[src/rtl/assert_macros.svh]
// Assertion macros shared by the fragment check-word RTL.
// Depends on a clock named clk and a reset named rst in the including module.
`ifndef ASSERT_MACROS_SVH
`define ASSERT_MACROS_SVH

// Check on every edge outside reset.
`define PFM_ASSERT(label, prop, msg) \
  label: assert property (@(posedge clk) disable iff (rst) (prop)) else $error(msg);

// Check on every edge, reset included.
`define PFM_ASSERT_ALWAYS(label, prop, msg) \
  label: assert property (@(posedge clk) (prop)) else $error(msg);

`endif

[src/rtl/pfm_pkg.sv]
// Shared constants, result type and byte-wise CRC-32 update for the
// fragment check-word block. No dependencies.
`default_nettype none

package pfm_pkg;

  localparam logic [31:0] CrcPoly    = 32'hEDB8_8320;
  localparam logic [31:0] CrcInit    = 32'hFFFF_FFFF;
  localparam logic [31:0] McrcMask   = 32'hFFFF_0000;
  localparam int          ByteBits   = 8;

  typedef struct packed {
    logic [31:0] check_word;
    logic        mcrc_flag;
  } pfm_result_t;

  function automatic logic [31:0] crc_byte(input logic [31:0] crc_in,
                                           input logic [7:0]  data);
    logic [31:0] crc;
    crc = crc_in ^ {24'd0, data};
    for (int i = 0; i < ByteBits; i++) begin
      crc = crc[0] ? ((crc >> 1) ^ CrcPoly) : (crc >> 1);
    end
    return crc;
  endfunction

endpackage

`default_nettype wire

[src/rtl/pfm_byte_if.sv]
// Valid/ready channel interfaces for fragment bytes and check-word results.
// Depends on nothing.
`default_nettype none

interface pfm_byte_if;
  logic       valid;
  logic       ready;
  logic [7:0] data_byte;
  logic       first_fragment;
  logic       last_fragment;
  logic       fragment_end;

  modport source (output valid, data_byte, first_fragment, last_fragment, fragment_end,
                  input ready);
  modport sink   (input valid, data_byte, first_fragment, last_fragment, fragment_end,
                  output ready);
endinterface

interface pfm_check_if;
  logic        valid;
  logic        ready;
  logic [31:0] check_word;
  logic        mcrc_flag;

  modport source (output valid, check_word, mcrc_flag, input ready);
  modport sink   (input valid, check_word, mcrc_flag, output ready);
endinterface

`default_nettype wire

[src/rtl/pfm_crc_core.sv]
// Frame and fragment CRC-32 state with the check-word selection for one beat.
// Depends on pfm_pkg and assert_macros.svh.
`default_nettype none
`include "assert_macros.svh"

module pfm_crc_core (
  input  wire logic               clk,
  input  wire logic               rst,
  input  wire logic               accept,
  input  wire logic [7:0]         data_byte,
  input  wire logic               first_fragment,
  input  wire logic               last_fragment,
  input  wire logic               fragment_end,
  output pfm_pkg::pfm_result_t    res
);
  import pfm_pkg::*;

  logic [31:0] frame_crc;
  logic [31:0] frag_crc;
  logic        at_start;
  logic [31:0] frame_base;
  logic [31:0] frag_base;
  logic [31:0] frame_crc_next;
  logic [31:0] frag_crc_next;

  always_comb begin
    frame_base     = (at_start && first_fragment) ? CrcInit : frame_crc;
    frag_base      = at_start ? CrcInit : frag_crc;
    frame_crc_next = crc_byte(frame_base, data_byte);
    frag_crc_next  = crc_byte(frag_base, data_byte);
    if (last_fragment) begin
      res.check_word = ~frame_crc_next;
      res.mcrc_flag  = 1'b0;
    end else begin
      res.check_word = ~frag_crc_next ^ McrcMask;
      res.mcrc_flag  = 1'b1;
    end
  end

  always_ff @(posedge clk) begin
    if (rst) begin
      frame_crc <= CrcInit;
      frag_crc  <= CrcInit;
      at_start  <= 1'b1;
    end else if (accept) begin
      frame_crc <= frame_crc_next;
      frag_crc  <= frag_crc_next;
      at_start  <= fragment_end;
    end
  end

  `PFM_ASSERT(a_start_follows_end, accept |=> (at_start == $past(fragment_end)), "start flag")
  `PFM_ASSERT(a_state_holds_idle, !accept |=> ($stable(frame_crc) && $stable(frag_crc)), "CRC moved")
  `PFM_ASSERT_ALWAYS(a_reset_state, rst |=> (at_start && frame_crc == CrcInit), "reset state")

endmodule

`default_nettype wire

[src/rtl/preemption_fragment_mcrc.sv]
// Fragment check-word generator: one byte beat per cycle while the skid entry is empty.
// A fragment's final byte registers its check word in the output or skid entry.
// Output register plus one skid entry; input stalls only when both are full.
// Synchronous active-high reset: CRC state all ones, at fragment start, no results held.
`default_nettype none
`include "assert_macros.svh"

module preemption_fragment_mcrc (
  input  wire logic     clk,
  input  wire logic     rst,
  pfm_byte_if.sink      frag_bytes,
  pfm_check_if.source   checks
);
  import pfm_pkg::*;

  pfm_result_t core_res;
  pfm_result_t out_data;
  pfm_result_t skid_data;
  logic        out_valid;
  logic        skid_valid;
  logic        accept;
  logic        push;
  logic        pop;

  assign frag_bytes.ready = !skid_valid;
  assign accept           = frag_bytes.valid && frag_bytes.ready;
  assign push             = accept && frag_bytes.fragment_end;
  assign pop              = out_valid && checks.ready;

  pfm_crc_core u_core (
    .clk            (clk),
    .rst            (rst),
    .accept         (accept),
    .data_byte      (frag_bytes.data_byte),
    .first_fragment (frag_bytes.first_fragment),
    .last_fragment  (frag_bytes.last_fragment),
    .fragment_end   (frag_bytes.fragment_end),
    .res            (core_res)
  );

  always_ff @(posedge clk) begin
    if (rst) begin
      out_valid  <= 1'b0;
      skid_valid <= 1'b0;
    end else if (!out_valid || pop) begin
      if (skid_valid) begin
        out_valid  <= 1'b1;
        skid_valid <= 1'b0;
      end else begin
        out_valid <= push;
      end
    end else if (push) begin
      skid_valid <= 1'b1;
    end
  end

  always_ff @(posedge clk) begin
    if (!out_valid || pop) begin
      out_data <= skid_valid ? skid_data : core_res;
    end else if (push) begin
      skid_data <= core_res;
    end
  end

  assign checks.valid      = out_valid;
  assign checks.check_word = out_data.check_word;
  assign checks.mcrc_flag  = out_data.mcrc_flag;

  `PFM_ASSERT(a_skid_behind_out, !skid_valid || out_valid, "skid entry held with empty output")
  `PFM_ASSERT(a_stall_fills_skid, (out_valid && !checks.ready && push) |=> skid_valid, "lost")
  `PFM_ASSERT(a_skid_drains, (skid_valid && checks.ready) |=> (!skid_valid && out_valid), "stuck")

endmodule

`default_nettype wire

[src/flat_wrapper.sv]
// flat-port wrapper written by rule: the top's interface ports become plain ports
module preemption_fragment_mcrc_flat import pfm_pkg::*;
  (clk, rst, frag_bytes_valid, frag_bytes_data_byte, frag_bytes_first_fragment, frag_bytes_last_fragment, frag_bytes_fragment_end, frag_bytes_ready, checks_valid, checks_check_word, checks_mcrc_flag, checks_ready);
  pfm_byte_if frag_bytes_i ();
  pfm_check_if checks_i ();
  input  wire logic clk;
  input  wire logic rst;
  input wire logic [$bits(frag_bytes_i.valid)-1:0] frag_bytes_valid;
  input wire logic [$bits(frag_bytes_i.data_byte)-1:0] frag_bytes_data_byte;
  input wire logic [$bits(frag_bytes_i.first_fragment)-1:0] frag_bytes_first_fragment;
  input wire logic [$bits(frag_bytes_i.last_fragment)-1:0] frag_bytes_last_fragment;
  input wire logic [$bits(frag_bytes_i.fragment_end)-1:0] frag_bytes_fragment_end;
  output wire logic [$bits(frag_bytes_i.ready)-1:0] frag_bytes_ready;
  output wire logic [$bits(checks_i.valid)-1:0] checks_valid;
  output wire logic [$bits(checks_i.check_word)-1:0] checks_check_word;
  output wire logic [$bits(checks_i.mcrc_flag)-1:0] checks_mcrc_flag;
  input wire logic [$bits(checks_i.ready)-1:0] checks_ready;
  assign frag_bytes_i.valid = frag_bytes_valid;
  assign frag_bytes_i.data_byte = frag_bytes_data_byte;
  assign frag_bytes_i.first_fragment = frag_bytes_first_fragment;
  assign frag_bytes_i.last_fragment = frag_bytes_last_fragment;
  assign frag_bytes_i.fragment_end = frag_bytes_fragment_end;
  assign frag_bytes_ready = frag_bytes_i.ready;
  assign checks_valid = checks_i.valid;
  assign checks_check_word = checks_i.check_word;
  assign checks_mcrc_flag = checks_i.mcrc_flag;
  assign checks_i.ready = checks_ready;
  preemption_fragment_mcrc u_core (.clk(clk), .rst(rst), .frag_bytes(frag_bytes_i), .checks(checks_i));
endmodule
[config.mk]
export PLATFORM = sky130hd
export DESIGN_NAME = preemption_fragment_mcrc_flat
export DESIGN_NICKNAME = d
export VERILOG_FILES = /design/src/rtl/pfm_pkg.sv /design/src/rtl/pfm_byte_if.sv /design/src/rtl/pfm_crc_core.sv /design/src/rtl/preemption_fragment_mcrc.sv /design/src/flat_wrapper.sv
export VERILOG_INCLUDE_DIRS = /design/src /design/src/rtl
export SDC_FILE = /design/constraint.sdc
export NUM_CORES = 1
export LEC_CHECK = 0
export ABC_AREA = 1
export BUFFER_PORTS_ARGS = -buffer_cell sky130_fd_sc_hd__buf_2
export CORE_MARGIN = 4
export CORE_UTILIZATION = 60
export DETAILED_ROUTE_END_ITERATION = 10
export GPL_TIMING_DRIVEN = 0
export PLACE_DENSITY = 0.79
export SYNTH_ARGS = -nofsm -noshare
export SYNTH_HDL_FRONTEND = slang
export SYNTH_SLANG_ARGS = --single-unit
[constraint.sdc]
create_clock -name clk -period 5.5 [get_ports clk]
set_input_delay 1.65 -clock clk [delete_from_list [all_inputs] [get_ports clk]]
set_output_delay 1.65 -clock clk [all_outputs]
set_load 0.01 [all_outputs]
==> results_tabular.tex <==
\begin{tabular}{lr}
\hline
Metric & Value \\
\hline
\multicolumn{2}{l}{\textbf{Synth}} \\
Post-synth ARST share & 0\% \\
EDFF count, synth & 66 \\
Yosys reg bits & between 100 and 150 \\
Synthesis warning total & 0 \\
Post-synth design cell area & 0.00758 sq mm \\
Cells after Synth & 1009 \\
Unique masters post-synth & 37 \\
Net Count, Synth & $\sim$1000 \\
Fraction of the yosys area taken by sequential cells & between 40\% and 50\% \\
Prevailing post-synth register cell & sky130\_fd\_sc\_hd\_\_dfxtp\_1 \\
Mean post-synth cell area & 7.51 sq um \\
\multicolumn{2}{l}{\textbf{STA}} \\
Total negative setup slack & 0 ns \\
Portion of the clock cycle consumed by the worst path in the final layout & $\sim$64\% \\
Worst max-slew margin expressed relative to the limit & around 40\% \\
Final hold violations & 0 \\
PnR worst setup slack & between 1.5 and 2 ns \\
Maximum frequency from static timing analysis & approximately 0.28 GHz \\
Clk\_skew & roughly 0.011 ns \\
Unrepaired setup endpoints after global routing & false \\
Period minus WS final & roughly 3.5 ns \\
Max-slew violation count & 0 \\
Slew at the pin closest to its max-slew limit & 0.913 ns \\
Total of endpoints with negative setup slack in the final report & 0 \\
\multicolumn{2}{l}{\textbf{Worst setup path}} \\
Buf+Inv Stages, Crit Path & 3 \\
Reg2Reg Depth & 7 \\
CP arrival & 3.59 ns \\
Critical Path Max Stage Delay & 0.76 ns \\
Category of the most critical setup path & input pin to flip-flop \\
Crit path required time & 5.55 ns \\
Ordered cell list for the critical path & buf\_2, nand2\_1, clkinv\_1, clkbuf\_1, nand2\_1, nor2\_4 \\
Setup slack of the worst register-to-register path & $\sim$2.6 ns \\
Crit path launch type & input pin \\
Worst-path fanout max & 33 \\
Capture instance of the worst register-to-register path & u\_core.skid\_data[31] \\
Most used cell, CP & sky130\_fd\_sc\_hd\_\_nand2\_1 \\
Startpoint of the most critical register-to-register path & u\_core.skid\_valid \\
Crit. End Element & flip-flop \\
Worst path slowest cell & sky130\_fd\_sc\_hd\_\_nor2\_4 \\
Cell family with most CP delay & simple AND/OR/NAND/NOR gates \\
\multicolumn{2}{l}{\textbf{Floorplan}} \\
Die X-Extent & 120 um \\
Height of the die & roughly 120 um \\
Core Area & 0.0122 sq mm \\
Initial core utilization & 62.1\% \\
Top-level port count & 50 \\
Die footprint & 0.0145 sq mm \\
Row Count & 40 \\
\multicolumn{2}{l}{\textbf{Power and ir drop}} \\
Net load switching power & 1110 uW \\
Internal power component & between 2000 and 2500 uW \\
Portion of total power attributed to sequential cells & 38.4\% \\
Power density over cell area & between 300 and 400 mW/mm\^{}2 \\
Net switching share of the total power & between 30\% and 40\% \\
Clock network fraction of total power & between 30\% and 40\% \\
Cell leakage power & between 0.003 and 0.004 uW \\
Worst IR drop on VDD & approximately 0.15 mV \\
Combinational fraction of design power & around 28\% \\
\multicolumn{2}{l}{\textbf{Hold path}} \\
Class of the tightest hold or removal check & flip-flop to flip-flop \\
Startpoint of the lowest-slack hold path & u\_core.u\_core.frame\_crc[22] \\
Min-Delay Path Depth & 2 \\
Worst-case hold path end point & u\_core.u\_core.frame\_crc[22] \\
\multicolumn{2}{l}{\textbf{Layout}} \\
Count of fill cells added during filler insertion & 1044 \\
Post-route cell area & approximately 0.0086 sq mm \\
Final \#Nets & 1092 \\
Commonest cells after routing, fill and taps aside & sky130\_fd\_sc\_hd\_\_nand2\_1, sky130\_fd\_sc\_hd\_\_nand3\_1, sky130\_fd\_sc\_hd\_\_dfxtp\_1, sky130\_fd\_sc\_hd\_\_edfxtp\_1, sky130\_fd\_sc\_hd\_\_a21oi\_1 \\
Relative area change from synthesis to final layout & 13.8\% \\
Antenna diode count & 0 \\
Leading cell type in the layout, fill and taps excluded & sky130\_fd\_sc\_hd\_\_nand2\_1 \\
Fraction of final layout cells sized beyond drive strength 1 & between 10\% and 20\% \\
\multicolumn{2}{l}{\textbf{Global routing}} \\
Global-route wire length before repair & between 30 and 40 mm \\
Gr ovfl total & 0 \\
Via count of the first global-routing pass & 6247 \\
Layer carrying the most global-route usage & met2 \\
Initial antenna violation count & 0 \\
Met1 track utilization from global routing & 43.3\% \\
Met2 Use GR & a little under half \\
Largest net degree at the start of global routing & 34 \\
Met3 GRT Util & under 10\% \\
Total GRT Usage & just over 30\% \\
\multicolumn{2}{l}{\textbf{Clock tree}} \\
Count of clock tree sinks & between 100 and 150 \\
Post-CTS Hold Buffers & 0 \\
Clock slew seen by the registers of the worst setup and hold paths & approximately 0.06 ns \\
Buffer depth of the longest clock path & 2 \\
Clock root buffer & sky130\_fd\_sc\_hd\_\_clkbuf\_16 \\
CTS tree & yes \\
Number of buffers created by CTS & 17 \\
Number of levels the H-tree was split into & 4 \\
Post-CTS Repair Setup Buffers & 0 \\
Clock latency on the worst-skew pair & about 0.43 ns \\
Count of instances resized after the clock tree is built & 0 \\
\multicolumn{2}{l}{\textbf{Detailed routing}} \\
First-pass detailed-route iteration total & 6 \\
Via total after detailed routing & roughly 7000 \\
DRT iter0 DRCs & roughly 900 \\
Routed Antenna Nets & 0 \\
Wire length after detailed routing & approximately 22 mm \\
Routed len/inst & approximately 18 um \\
DR DRC count & 0 \\
Via-per-instance ratio & roughly 5.7 \\
\multicolumn{2}{l}{\textbf{Placed design}} \\
Port Buffer Count & 48 \\
HPWL after detailed placement & between 15 and 20 mm \\
Worst slack at placement & 1.61 ns \\
GPL Wtd Cong & just over 1 \\
DP Area & approximately 0.0081 sq mm \\
\multicolumn{2}{l}{\textbf{Outcome}} \\
Run status & complete, no violations \\
\multicolumn{2}{l}{\textbf{Run}} \\
Number of max-cap violations & 0 \\
\hline
\end{tabular}
[tightest hold or removal path, stage by stage (launching register included)]
cell and delay (ns):
sky130_fd_sc_hd__dfxtp_1 0.32, sky130_fd_sc_hd__a21oi_1 0.06, sky130_fd_sc_hd__nand2_1 0.05
[final cells by class]
cell class / count / area [sq um] / share of cell area (%)
Buffer: 41 / 185 / 2.15
Clock buffer: 17 / 425 / 4.93
Clock inverter: 15 / 133 / 1.54
Inverter: 60 / 225 / 2.61
Multi-Input combinational cell: 775 / 3850 / 44.7
Sequential cell: 133 / 3320 / 38.5
Tap cell: 168 / 210 / 2.44
Timing Repair Buffer: 49 / 268 / 3.11
[power by group through the flow]
stage / sequential (uW) / clock [uW] / combinational, uW
after CTS: 1230 / 1070 / 875
after global routing: 1240 / 1130 / 978
after floorplan: 1280 / 0 / 558
final: 1230 / 1070 / 898
after detailed placement: 1250 / 0 / 868
after global placement: 1250 / 0 / 852
[sequential cells by signal, summed over array words and instances (netlist names)]
name and cells:
u_core.checks.check_word 32, u_core.checks.mcrc_flag 1, u_core.checks.valid 1, u_core.skid_data 33, u_core.u_core.at_start 1, u_core.u_core.frag_crc 32
u_core.skid_valid 1, u_core.u_core.frame_crc 32
[stage by stage]
stage	cells	utilization, %	power [uW]	hold slack (ns)
3_5_place_dp	1226	66.0	2120	0.451
6_report	1258	70.6	3200	0.460
2_1_floorplan	1009	-	1840	0.433
5_1_grt	1258	70.6	3350	0.482
3_3_place_gp	1225	65.7	2100	0.447
4_1_cts	1258	70.6	3180	0.467
[cells in the mapped netlist, types with 9 or more instances]
cell type                    n  area [sq um]
sky130_fd_sc_hd__nand2_1   365          1370
sky130_fd_sc_hd__nand3_1    97           485
sky130_fd_sc_hd__dfxtp_1    67          1340
sky130_fd_sc_hd__edfxtp_1   66          1980
sky130_fd_sc_hd__a21oi_1    61           305
sky130_fd_sc_hd__nor2_1     54           203
sky130_fd_sc_hd__xor2_1     49           429
sky130_fd_sc_hd__inv_1      43           161
sky130_fd_sc_hd__o21ai_0    31           155
sky130_fd_sc_hd__nand2_2    30           188
sky130_fd_sc_hd__clkbuf_1   27           101
sky130_fd_sc_hd__xnor2_1    15           131
sky130_fd_sc_hd__and2_1     14          87.6
sky130_fd_sc_hd__inv_2      14          52.6
sky130_fd_sc_hd__o21ai_1    13          65.1
sky130_fd_sc_hd__or2_1       9          56.3
[cells by family (layout without fill, tap and decap cells)]
kind of cell,after synthesis,after routing,share of synthesized area [%]
AOI/OAI and AO/OA,115,115,7.92
xor gates and xnor gates,71,71,9.20
buffers and inverters,101,182,5.42
DFF,133,133,43.9
muxes,1,1,0.132
and+or+nand+nor,588,588,33.5
[per-layer routing]
layer  vias up  routed length, um
li1       3396                  -
met1      3248               8980
met2       406               9540
met3        82               2590
met4         0               1100
met5         -                  0
[worst max-delay path by stage]
stage | cells after the start | endpoint | startpoint | slack (ns)
global route | 6 | u_core.skid_data[9] | frag_bytes_valid | 1.87
finish | 6 | u_core.skid_data[31] | frag_bytes_valid | 1.96
detailed placement | 6 | u_core.skid_data[14] | frag_bytes_valid | 1.61
CTS | 6 | u_core.skid_data[31] | frag_bytes_valid | 2.02
global placement | 4 | u_core.skid_data[14] | checks_ready | 0.15
floorplan | 3 | u_core.skid_data[0] | checks_ready | 1.11
Note: power is estimated with default switching activity, not from simulation.
